--- src/rtl/nlms_mul.sv ---
// nlms_mul: shared signed multiplier with a registered product
module nlms_mul #(
    parameter int A_W = 48,
    parameter int B_W = 17
) (
    input  logic                        aclk,
    input  logic signed [A_W-1:0]       a,
    input  logic signed [B_W-1:0]       b,
    output logic signed [A_W+B_W-1:0]   p
);

    logic signed [A_W+B_W-1:0] p_reg;

    always_ff @(posedge aclk) begin
        p_reg <= a * b;
    end

    assign p = p_reg;

endmodule

--- config.mk ---
export PLATFORM = sky130hd
export DESIGN_NAME = nlms_mul
export DESIGN_NICKNAME = d
export VERILOG_FILES = /design/src/rtl/nlms_mul.sv
export SDC_FILE = /design/constraint.sdc
export NUM_CORES = 2
export LEC_CHECK = 0
export ABC_AREA = 1
export BUFFER_PORTS_ARGS = -buffer_cell sky130_fd_sc_hd__buf_4
export CAP_MARGIN = 20
export CORE_MARGIN = 4
export CORE_UTILIZATION = 29
export DETAILED_ROUTE_END_ITERATION = 8
export MAX_ROUTING_LAYER = met4
export PLACE_DENSITY_LB_ADDON = 0.3
export SYNTH_ARGS = -nofsm -noshare
export SYNTH_HDL_FRONTEND = slang
export SYNTH_SLANG_ARGS = --single-unit
export TNS_END_PERCENT = 100
--- constraint.sdc ---
create_clock -name aclk -period 9 [get_ports aclk]
set_input_delay 1.8 -clock aclk [delete_from_list [all_inputs] [get_ports aclk]]
set_output_delay 1.8 -clock aclk [all_outputs]
set_load 0.05 [all_outputs]
==> run_results.csv <==
group,metric,value,unit
floorplan,dieWidth,336.7,µm
cells_and_area,n_antenna_cell,0,
clock_tree,clockBufferDepth,2,
timing,finalMaxSlewViolations,0,
timing,min_period,7.712,ns
route,wire_per_inst,16.47,µm
logic_synthesis,yosysUniqueCellTypes,27,
timing,fin_setup_tns,0,ns
floorplan,row_count,120,
logic_synthesis,yosysTopAreaCellShare,48.63,%
floorplan,die_h,336.7,µm
placement,dp_hpwl,76650,µm
timing,rsz0062_at_grt,"false",
worst_setup_path,cp-startpoint,"b[2]",
global_route,antenna_found_initial,1,
floorplan,start_util,29.23,%
logic_synthesis,postSynthNetCount,5229,
timing,relSlewSlack,45.95,%
worst_setup_path,start_kind,"primary input",
clock_tree,cts_made_buffers,9,
floorplan,die-area,113400,µm²
route,num_vias,24570,
timing,fmax,0.1297,GHz
flow_run,max-cap-violations,0,
floorplan,ios,131,
clock_tree,cts-resized-gates,0,
logic_synthesis,synth-seq-cells,65,
clock_tree,clock_sinks,65,
worst_setup_path,cp.arrival,7.95,ns
logic_synthesis,netlist_top_cells_area,"fa_1 49%, inv_1 17%, nand2_1 16%, ha_1 5.9%, dfxtp_1 4.2%",
clock_tree,htree_levels,3,
logic_synthesis,synth_area,31330,µm²
clock_tree,clk_pin_slew,0.07,ns
route,detail-route-antenna-nets,0,
logic_synthesis,syn_avg_cell_area,7.363,µm²
placement,place.gp.congestion,0.9286,
clock_tree,cts_setup_buffers,0,
cells_and_area,largest_reg_flops,65,
logic_synthesis,ys.warnings.count,0,
logic_synthesis,synth_common_cells,"1400 x inv_1, 1313 x nand2_1, 761 x fa_1",
global_route,gr-total-overflow,0,
placement,numPortBuffers,130,
clock_tree,cts_tree,"yes",
worst_setup_path,endpoint,"p[63]",
hold_path,hold_class,"primary input to flop",
worst_setup_path,timing_worst_setup_path_type,"primary input to flop",
cells_and_area,layout-drive-gt1-share,4.735,%
route,firstDrtPassIters,7,
floorplan,core_area,107200,µm²
logic_synthesis,syn-instance-count,4255,
clock_tree,cts_root_buf,"clkbuf_16",
cells_and_area,area_delta_synth_final,7.548,%
timing,worst_pin_slew,0.8084,ns
cells_and_area,fin_nets,5193,
route,drc_errors,0,
route,vias_per_cell,4.366,
logic_synthesis,async_flop_share,0,%
global_route,grt_usage,17.53,%
logic_synthesis,synth_top_cell_by_area,"fa_1",
logic_synthesis,post-synth-top-count-cell,"inv_1",
logic_synthesis,synth_edf_count,0,
worst_setup_path,critPathCaptureType,"flop",
global_route,grt_pass1_vias,26620,
cells_and_area,seqCellArea,1301,µm²
route,drtIter0Drc,1308,
route,drt-total-wl,92650,µm
status,outcome,"completed",
global_route,grt_max_degree,50,
cells_and_area,nFillCells,11740,
timing,hold_viol,0,
cells_and_area,multiInputGateArea,24080,µm²
logic_synthesis,synth_ff_type,"dfxtp_1",
timing,finalCritPeriodShare,85.69,%
timing,setup-violations-final,0,
logic_synthesis,ys_seq_area_share,4.153,%
worst_setup_path,worstPathMaxFanout,48,
clock_tree,ctsHoldBuffers,0,
global_route,grt_pass1_wl,151100,µm
worst_setup_path,required,9.24,ns
-- worst max-delay path, cell delays in order --
cell and delay, ns:
buf_4 0.53, nand2_1 0.19, inv_1 0.18, fa_1 0.50, fa_1 0.90, inv_1 0.13, fa_1 0.48, fa_1 0.54
inv_1 0.05, fa_1 0.49, fa_1 0.42, ha_1 0.45, nand2_1 0.09, inv_1 0.09, nand2_1 0.12, nor3_1 0.42
and3_1 0.24, nand2_1 0.12, nand3_1 0.09, nand2_1 0.05
-- cells in the final DEF, fill, tap and decap left out, drive strengths merged --
| cell | Yosys | final |
|---|---|---|
| or2 | 7 | 7 |
| xnor2 | 1 | 1 |
| nand4 | 24 | 24 |
| and2 | 4 | 4 |
| nor4 | 6 | 6 |
| nor2 | 140 | 140 |
| nor3 | 13 | 13 |
| ha | 147 | 147 |
| nand3b | 2 | 2 |
| nand3 | 66 | 66 |
| xor2 | 31 | 31 |
| fa | 761 | 761 |
| clkinvlp | 0 | 2 |
| a21oi | 49 | 49 |
| and3 | 6 | 6 |
| dfxtp | 65 | 65 |
| o21ai | 10 | 10 |
| clkbuf | 159 | 11 |
| clkinv | 1 | 4 |
| inv | 1402 | 1402 |
| nand2 | 1325 | 1325 |
| o21bai | 14 | 14 |
| buf | 22 | 134 |
-- how the worst min path moves through the flow --
stage / to / from / depth (start not counted)
floorplan: p[0] / a[0] / 3
global placement: p[0] / a[0] / 3
detailed placement: p[0] / a[0] / 3
CTS: p[0] / a[0] / 3
global route: p[0] / a[0] / 3
finish: p[0] / a[0] / 3
-- layer usage --
| layer | GRT usage, % | up-vias | share of wire (%) |
|---|---|---|---|
| li1 | - | 11530 | - |
| met1 | 22.97 | 12480 | 45 |
| met2 | 30.36 | 488 | 49 |
| met3 | 1.242 | 69 | 3.7 |
| met4 | 2.966 | 0 | 1.8 |
| met5 | - | - | 0 |
-- area by class of cell --
| cell class | count | share of cell area, % |
|---|---|---|
| Tap cell | 1403 | 5.210 |
| Timing Repair Buffer | 134 | 2.986 |
| Sequential cell | 65 | 3.862 |
| Inverter | 1403 | 15.63 |
| Clock inverter | 5 | 0.08912 |
| Multi-Input combinational cell | 2606 | 71.47 |
| Clock buffer | 11 | 0.7501 |
-- cell families after synthesis --
group / count (synthesis) / share of synthesized area (%)
xor+xnor: 32 / 0.8946
fa+ha+maj: 908 / 54.50
compound gates: 73 / 1.278
flops: 65 / 4.153
buf+inv: 1584 / 18.98
simple gates: 1593 / 20.20
-- metrics by stage --
step	hold slack, ns	utilization, %	setup slack, ns	cell area [µm²]	cells
3_3_place_gp	2.164	31.17	0.9915	33410	5611
3_5_place_dp	2.166	31.17	0.9589	33410	5611
6_report	1.792	31.43	1.288	33690	5627
2_1_floorplan	2.097	-	2.038	31330	4255
5_1_grt	1.791	31.43	0.9089	33690	5627
4_1_cts	1.766	31.43	1.321	33690	5627
Power is not shown: default switching activity piles up to over one toggle a cycle in this logic, so the estimate is an artifact.
