### src/rtl/nlms_pkg.sv
// nlms_pkg: shared types and constants for the nlms adaptive fir filter
package nlms_pkg;

    localparam int WEIGHT_W   = 32;   // weights, q2.30
    localparam int STEP_W     = 16;   // step size, q0.16
    localparam int REGL_W     = 32;   // regularizer
    localparam int ACC_W      = 64;   // dot product and energy accumulators
    localparam int DIV_W      = 64;   // divider operand width
    localparam int Q_W        = 47;   // scaled step magnitude
    localparam int MUL_A_W    = 48;   // wide operand of the shared multiplier
    localparam int CFG_IDX_W  = 8;
    localparam int CFG_DATA_W = 32;
    localparam int EST_SHIFT  = 30;
    localparam int NUM_SHIFT  = 29;

    localparam logic [STEP_W-1:0] STEP_RESET = 16'd3277;
    localparam logic [REGL_W-1:0] REGL_RESET = 32'd1074;
    localparam logic [Q_W-1:0]    STEP_CAP   = {Q_W{1'b1}};

    localparam logic [CFG_IDX_W-1:0] CFG_STEP_SIZE   = 8'd0;
    localparam logic [CFG_IDX_W-1:0] CFG_REGULARIZER = 8'd1;

    typedef enum logic [3:0] {
        ST_CLEAR,
        ST_IDLE,
        ST_SQ_OLD,
        ST_SQ_NEW,
        ST_SQ_END,
        ST_DOT,
        ST_EST,
        ST_NUM,
        ST_NUM_WAIT,
        ST_DIV,
        ST_UPD,
        ST_OUT
    } state_t;

    typedef struct packed {
        logic             start;
        logic [DIV_W-1:0] num;
        logic [DIV_W-1:0] den;
    } div_req_t;

endpackage

### src/rtl/nlms_div.sv
// nlms_div: restoring unsigned divider, one quotient bit per cycle
module nlms_div (
    input  logic                          aclk,
    input  logic                          aresetn,
    input  nlms_pkg::div_req_t            req,
    output logic [nlms_pkg::DIV_W-1:0]    quotient,
    output logic                          done
);

    localparam int W  = nlms_pkg::DIV_W;
    localparam int SW = $clog2(W);

    logic          busy_reg;
    logic          done_reg;
    logic [SW-1:0] step_reg;
    logic [W-1:0]  rem_reg;
    logic [W-1:0]  quo_reg;
    logic [W-1:0]  den_reg;

    logic [W:0]    trial;
    logic [W:0]    diff;
    logic          ge;

    assign trial = {rem_reg, quo_reg[W-1]};
    assign diff  = trial - {1'b0, den_reg};
    assign ge    = trial >= {1'b0, den_reg};

    always_ff @(posedge aclk) begin
        if (!aresetn) begin
            busy_reg <= 1'b0;
            done_reg <= 1'b0;
            step_reg <= '0;
        end else begin
            done_reg <= 1'b0;
            if (req.start) begin
                busy_reg <= 1'b1;
                step_reg <= '0;
            end else if (busy_reg) begin
                step_reg <= step_reg + 1'b1;
                if (step_reg == SW'(W - 1)) begin
                    busy_reg <= 1'b0;
                    done_reg <= 1'b1;
                end
            end
        end
    end

    always_ff @(posedge aclk) begin
        if (req.start) begin
            rem_reg <= '0;
            quo_reg <= req.num;
            den_reg <= req.den;
        end else if (busy_reg) begin
            rem_reg <= ge ? diff[W-1:0] : trial[W-1:0];
            quo_reg <= {quo_reg[W-2:0], ge};
        end
    end

    assign quotient = quo_reg;
    assign done     = done_reg;

endmodule

### config.mk
export PLATFORM = sky130hd
export DESIGN_NAME = nlms_div
export DESIGN_NICKNAME = d
export VERILOG_FILES = /design/src/rtl/nlms_pkg.sv /design/src/rtl/nlms_div.sv
export SDC_FILE = /design/constraint.sdc
export NUM_CORES = 1
export LEC_CHECK = 0
export CAP_MARGIN = 5
export CORE_ASPECT_RATIO = 1.5
export CORE_MARGIN = 2
export CORE_UTILIZATION = 36
export CTS_CLUSTER_SIZE = 16
export DETAILED_ROUTE_END_ITERATION = 8
export DONT_BUFFER_PORTS = 1
export GPL_TIMING_DRIVEN = 0
export PLACE_DENSITY_LB_ADDON = 0.15
export SYNTH_ARGS = -nofsm -noshare
export SYNTH_HDL_FRONTEND = slang
export SYNTH_SLANG_ARGS = --single-unit
### constraint.sdc
create_clock -name aclk -period 5.5 [get_ports aclk]
set_input_delay 0.825 -clock aclk [delete_from_list [all_inputs] [get_ports aclk]]
set_output_delay 0.825 -clock aclk [all_outputs]
set_load 0.005 [all_outputs]
==> results.yml, run 1 <==
timing:
  holdWs_ps: 462
  tns_ps: 0
  rsz0062_at_grt: "false"
  hold_viol: 0
  fmax_ghz: 0.262
  period_share_pct: 69.5
  fin_crit_ps: 3820
  drv_slew: 0
  skew_ps: 14.1
  worstMarginPinSlew_ps: 919
  slew_headroom_pct: 38.7
  final-setup-viol-count: 0
clock_network:
  cts-root-buf: "clkbuf_16"
  cts_max_level: 4
  tritoncts: "done"
  cts-buffers-inserted: 17
  numClockSinks: 200
  post_cts_resized: 0
  cts_buffer_depth: 2
  clock_latency_ps: 450
  postCtsSetupBuffers: 0
  cts.hold.buffers_added: 0
  path_clk_slew_ps: 80
synth:
  syn_area_um2: 11900
  synth_enable_flop_cells: 128
  synthCells: 1223
  syn_area_per_cell_um2: 9.73
  ys_seq_area_share_pct: 44.4
  synth-seq-cells: 200
  async_flop_share_pct: 0
  synth.net_count: 1420
  ys_types: 69
  synth_warnings: 0
  yosys_most_used_dff: "edfxtp_1"
cells_and_area:
  diodes: 0
  layout_commonest_cell: "edfxtp_1"
  area_delta_synth_final_pct: 9.29
  fillers: 3237
  final_cell_mix: "edfxtp_1, nor2_1, nand2_1, a21oi_1, inv_1"
  drive_above_1_share_pct: 11.4
  nets: 1439
global_route:
  grt_overflow: 0
  grt_pass1_wl_um: 53700
  grt_max_degree: 66
  grt_antenna_before_repair: 0
  grt_usage_pct: 20.2
  grt_pass1_vias: 9684
pwr:
  leakagePower_nw: 5.20
  p_comb_share_pct: 26.1
  p_seq_share_pct: 43.8
  switching_share_pct: 33.4
  total_power_w: 0.00422
  power.switching_w: 0.00141
  intPower_w: 0.00281
  clockPowerShare_pct: 30.2
  vdd_drop_max_uv: 204
  powerDensity_nw_per_um2: 325
drt:
  drt_first_pass_iters: 5
  wl_per_cell_um: 21.0
  vias: 9283
  drt-initial-drc-count: 409
  wirelength_um: 35000
  drt-vias-per-instance: 5.56
  route.detailed.drc: 0
  drtAntennaViolNets: 0
floorplanning:
  start_util_pct: 36.6
  core.rowCount: 81
  die_h_um: 227
  die_area_um2: 34500
  core-area_um2: 32500
  die_x_um: 152
  io-pin-count: 196
worst_setup_path:
  worstSetupStartpointType: "flop"
  reg2reg_slack_ps: 1680
  critPathMaxFanout: 10
  regToRegStartpoint: "quotient[63]"
  cp.arrival_ps: 4170
  end_kind: "flop"
  r2r-end: "rem_reg[3]"
  ff2ff_path_depth: 13
  path_class: "reg -> reg"
  cp.required_ps: 5850
placement:
  gp_congestion: 0.905
  io_buffers: 0
  dp_hpwl_um: 26300
hold_path:
  hold_path_depth: 0
  hold_end: "den_reg[52]"
  hp-start: "req[52]"
  hp-class: "in -> reg"
run_status:
  status: "complete, no violations"
flow_run:
  drv_cap: 0
## critical path, cell delays in order (launching register included)
cell and delay, ps:
edfxtp_1 430, inv_1 60, ha_1 220, nand2b_1 160, a21oi_1 240, o21ai_1 180
o31ai_4 420, a32oi_1 290, o21ai_2 300, a211o_1 340, buf_4 320, buf_2 390
nand2_1 90, a311oi_1 290
## kinds of logic (layout without fill, tap and decap cells)
family / count (synthesis) / in the layout / share of synthesized area (%)
flops: 200 / 200 / 44.4
xor+xnor: 56 / 56 / 4.12
compound gates: 333 / 333 / 18.9
fa+ha+maj: 66 / 66 / 7.01
simple gates: 339 / 339 / 12.8
buf+inv: 147 / 179 / 5.10
mux: 82 / 82 / 7.65
## area by class of cell
type	count	area, um2	share of cell area [%]
Clock buffer	17	425	3.27
Clock inverter	15	153	1.17
Multi-Input combinational cell	876	6010	46.2
Buffer	67	307	2.36
Inverter	80	300	2.31
Tap cell	415	519	3.99
Sequential cell	200	5290	40.7
## worst max-delay path by stage
stage / from / endpoint / slack (ps) / depth (start not counted)
2_1_floorplan: req[128] / quotient[0] / 2340 / 4
3_3_place_gp: req[128] / quotient[15] / 950 / 4
3_5_place_dp: quotient[63] / rem_reg[3] / 1730 / 13
4_1_cts: quotient[63] / rem_reg[3] / 1710 / 13
5_1_grt: quotient[63] / rem_reg[3] / 1490 / 13
6_report: quotient[63] / rem_reg[3] / 1680 / 13
## synth_stat cells, types with 5 or more instances
master | instances | area [um2]
o21ai_0 | 33 | 165
nand4_1 | 25 | 156
nor2b_1 | 9 | 56.3
xor2_1 | 14 | 123
o211ai_1 | 11 | 82.6
a21oi_1 | 103 | 515
nand2b_1 | 7 | 43.8
and3_1 | 16 | 100
clkbuf_1 | 43 | 161
edfxtp_1 | 128 | 3840
mux2i_1 | 11 | 110
o21ai_1 | 14 | 70.1
nor2_1 | 120 | 450
a211oi_1 | 32 | 240
ha_1 | 65 | 813
nand2_1 | 112 | 420
buf_2 | 14 | 70.1
nor3_1 | 16 | 80.1
o21bai_1 | 12 | 90.1
a311oi_1 | 19 | 166
inv_1 | 80 | 300
mux2_2 | 69 | 777
nand3_1 | 14 | 70.1
o21a_1 | 7 | 52.6
and2_1 | 5 | 31.3
a21o_1 | 35 | 263
o221ai_1 | 5 | 43.8
dfxtp_1 | 72 | 1440
a31oi_1 | 7 | 43.8
xnor2_1 | 42 | 368
buf_4 | 8 | 60.1
## power groups by stage
stage / Combinational (W) / Sequential (W) / Clock [W]
after floorplan: 0.000819 / 0.00185 / 0
after global placement: 0.00108 / 0.00189 / 0
after detailed placement: 0.00110 / 0.00188 / 0
after CTS: 0.00110 / 0.00185 / 0.00132
after global routing: 0.00121 / 0.00187 / 0.00136
final: 0.00110 / 0.00185 / 0.00127
## stage by stage
stage	setup WS, ps	instance area (um2)	util [%]	instances
after detailed placement	1730	12400	38.2	1638
final	1680	13000	40.0	1670
after global placement	952	12400	38.2	1638
after CTS	1710	13000	40.0	1670
after floorplan	2340	11900	-	1223
after global routing	1490	13000	40.0	1670
## routing by layer
metal	vias up	global-route usage (%)	share of wire, %
met5	-	0	0
met2	303	38.2	52
met1	4409	21.5	39
met4	0	7.97	3.2
met3	63	4.84	5.9
li1	4508	-	-
No activity file was read; power rests on OpenSTA's default activity.
==> run 2: changes to the inputs <==
Clock period 5.5 ns to 3.1 ns, I/O delays scaled along.
==> run 2 against run 1 <==
Effect of this change: the flow now finishes with violations (negative setup slack); worst hold slack worse by 360 ps; combinational power is 150% higher; global-route usage is 0.58 points higher; non-clock buffer count is 54 higher; core utilization is 6.1 points higher; wire length is 6.6% higher; worst setup slack worse by 1900 ps; flip-flop and latch count stayed put; register-to-register slack worse by 1900 ps; sequential power is 79% higher; die area stayed put; clock skew is 1.3 ps lower; critical endpoint is now rem_reg[56]; highest routed layer unchanged.
==> results.yml, run 2 (synthesis gave the netlist of run 1 again) <==
run_status:
  status: "complete, but fails checks"
  failed_checks: "negative setup slack"
floorplanning:
  core.rowCount: 81
  die_area_um2: 34500
  start_util_pct: 36.6
  io-pin-count: 196
  core-area_um2: 32500
  die_x_um: 152
  die_h_um: 227
timing:
  period_share_pct: 106
  final-setup-viol-count: 52
  fin_crit_ps: 3280
  hold_viol: 0
  slew_headroom_pct: 37.5
  drv_slew: 0
  fin_ws_ps: -179
  worstMarginPinSlew_ps: 937
  skew_ps: 12.8
  fmax_ghz: 0.305
  rsz0062_at_grt: "true"
clock_network:
  cts-buffers-inserted: 17
  tritoncts: "done"
  clock_latency_ps: 460
  path_clk_slew_ps: 80
  cts-root-buf: "clkbuf_16"
  cts.hold.buffers_added: 0
  cts_buffer_depth: 2
  cts_max_level: 4
  numClockSinks: 200
placement:
  io_buffers: 0
  gp_congestion: 0.905
  dp_hpwl_um: 26300
  placed_area_um2: 12400
hold_path:
  hp-class: "in -> reg"
cells_and_area:
  fin_area_um2: 15000
  drive_above_1_share_pct: 31.5
  utilization_pct: 46.1
  layout_commonest_cell: "edfxtp_1"
  final_cell_mix: "edfxtp_1, nor2_1, nand2_1, inv_1, mux2_2"
  nets: 1493
  area_delta_synth_final_pct: 26.0
  diodes: 0
worst_setup_path:
  path_class: "reg -> reg"
  end_kind: "flop"
  cp.arrival_ps: 3650
  cp.required_ps: 3470
  worstSetupStartpointType: "flop"
  critPathMaxFanout: 4
drt:
  drt_first_pass_iters: 7
  route.detailed.drc: 0
  drt-vias-per-instance: 5.63
  wl_per_cell_um: 21.7
  wirelength_um: 37300
  drtAntennaViolNets: 0
  vias: 9713
  drt-initial-drc-count: 448
global_route:
  grt_pass1_vias: 10000
  grt_overflow: 0
  grt_usage_pct: 20.8
  grt_pass1_wl_um: 55600
  grt_antenna_before_repair: 0
  grt_max_degree: 66
pwr:
  total_power_w: 0.00833
  vdd_drop_max_uv: 382
  leakagePower_nw: 5.78
  powerDensity_nw_per_um2: 555
flow_run:
  drv_cap: 0
==> run 2: cell types whose count changed in the layout (fill, tap and decap cells not counted), sizes merged <==
cell / previous run / this run
buf: 24 / 86
clkbuf: 60 / 52
==> run 2: cell type report <==
class	count	area, um2
Sequential cell	200	5290
Multi-Input combinational cell	876	7270
Clock buffer	17	425
Inverter	80	300
Buffer	54	397
Tap cell	415	519
Timing Repair Buffer	67	632
Fill cell	3046	17500
Clock inverter	15	153
==> run 2: worst paths after layout <==
check	to	cells after the start	slack, ps	startpoint
worst min register to register	step_reg[5]	2	510	step_reg[5]
worst max register to register	rem_reg[56]	15	-180	quotient[63]
worst max-delay path	rem_reg[56]	15	-180	quotient[63]
worst min-delay path	den_reg[52]	0	100	req[52]
==> run 2: critical path: stages, from the launching register on <==
cell and delay, ps:
edfxtp_1 430, inv_2 80, ha_4 170, fa_2 390, nor2b_4 160, o21bai_4 80
buf_6 120, a21oi_4 150, o21ai_2 90, a211oi_2 210, buf_4 170, o21ai_4 80
o21ai_4 300, a2111oi_4 130, a2111o_1 450, a211oi_2 180
==> run 2: layer usage <==
layer | up-vias | GRT usage [%] | wire length [um]
li1 | 4621 | - | -
met1 | 4684 | 22.2 | 14100
met2 | 324 | 39.5 | 19700
met3 | 84 | 4.47 | 2010
met4 | 0 | 8.36 | 1550
met5 | - | 0 | 0
==> run 2: stage by stage <==
stage,TNS (ps),setup slack (ps),std cells,hold slack (ps)
after floorplan,0,139,1223,454
after global placement,-99060,-1090,1638,473
after detailed placement,-33640,-672,1638,490
after CTS,-384,-91.8,1690,76.5
after global routing,-10410,-289,1724,77.0
final,-3450,-179,1724,98.4
==> run 2: where the power goes <==
part,internal (W),total (W),switching (W)
Sequential,0.00311,0.00331,0.000197
Combinational,0.00120,0.00275,0.00154
Clock,0.00114,0.00227,0.00113
Total,0.00546,0.00833,0.00287
==> run 2: what timing repair did <==
| item | in CTS | in global routing |
|---|---|---|
| pin swaps | 44 | 91 |
| gates cloned | 2 | 3 |
| resized for setup | 153 | 179 |
| buffers inserted | 30 | 32 |
| endpoints found under the setup margin | 65 | 65 |
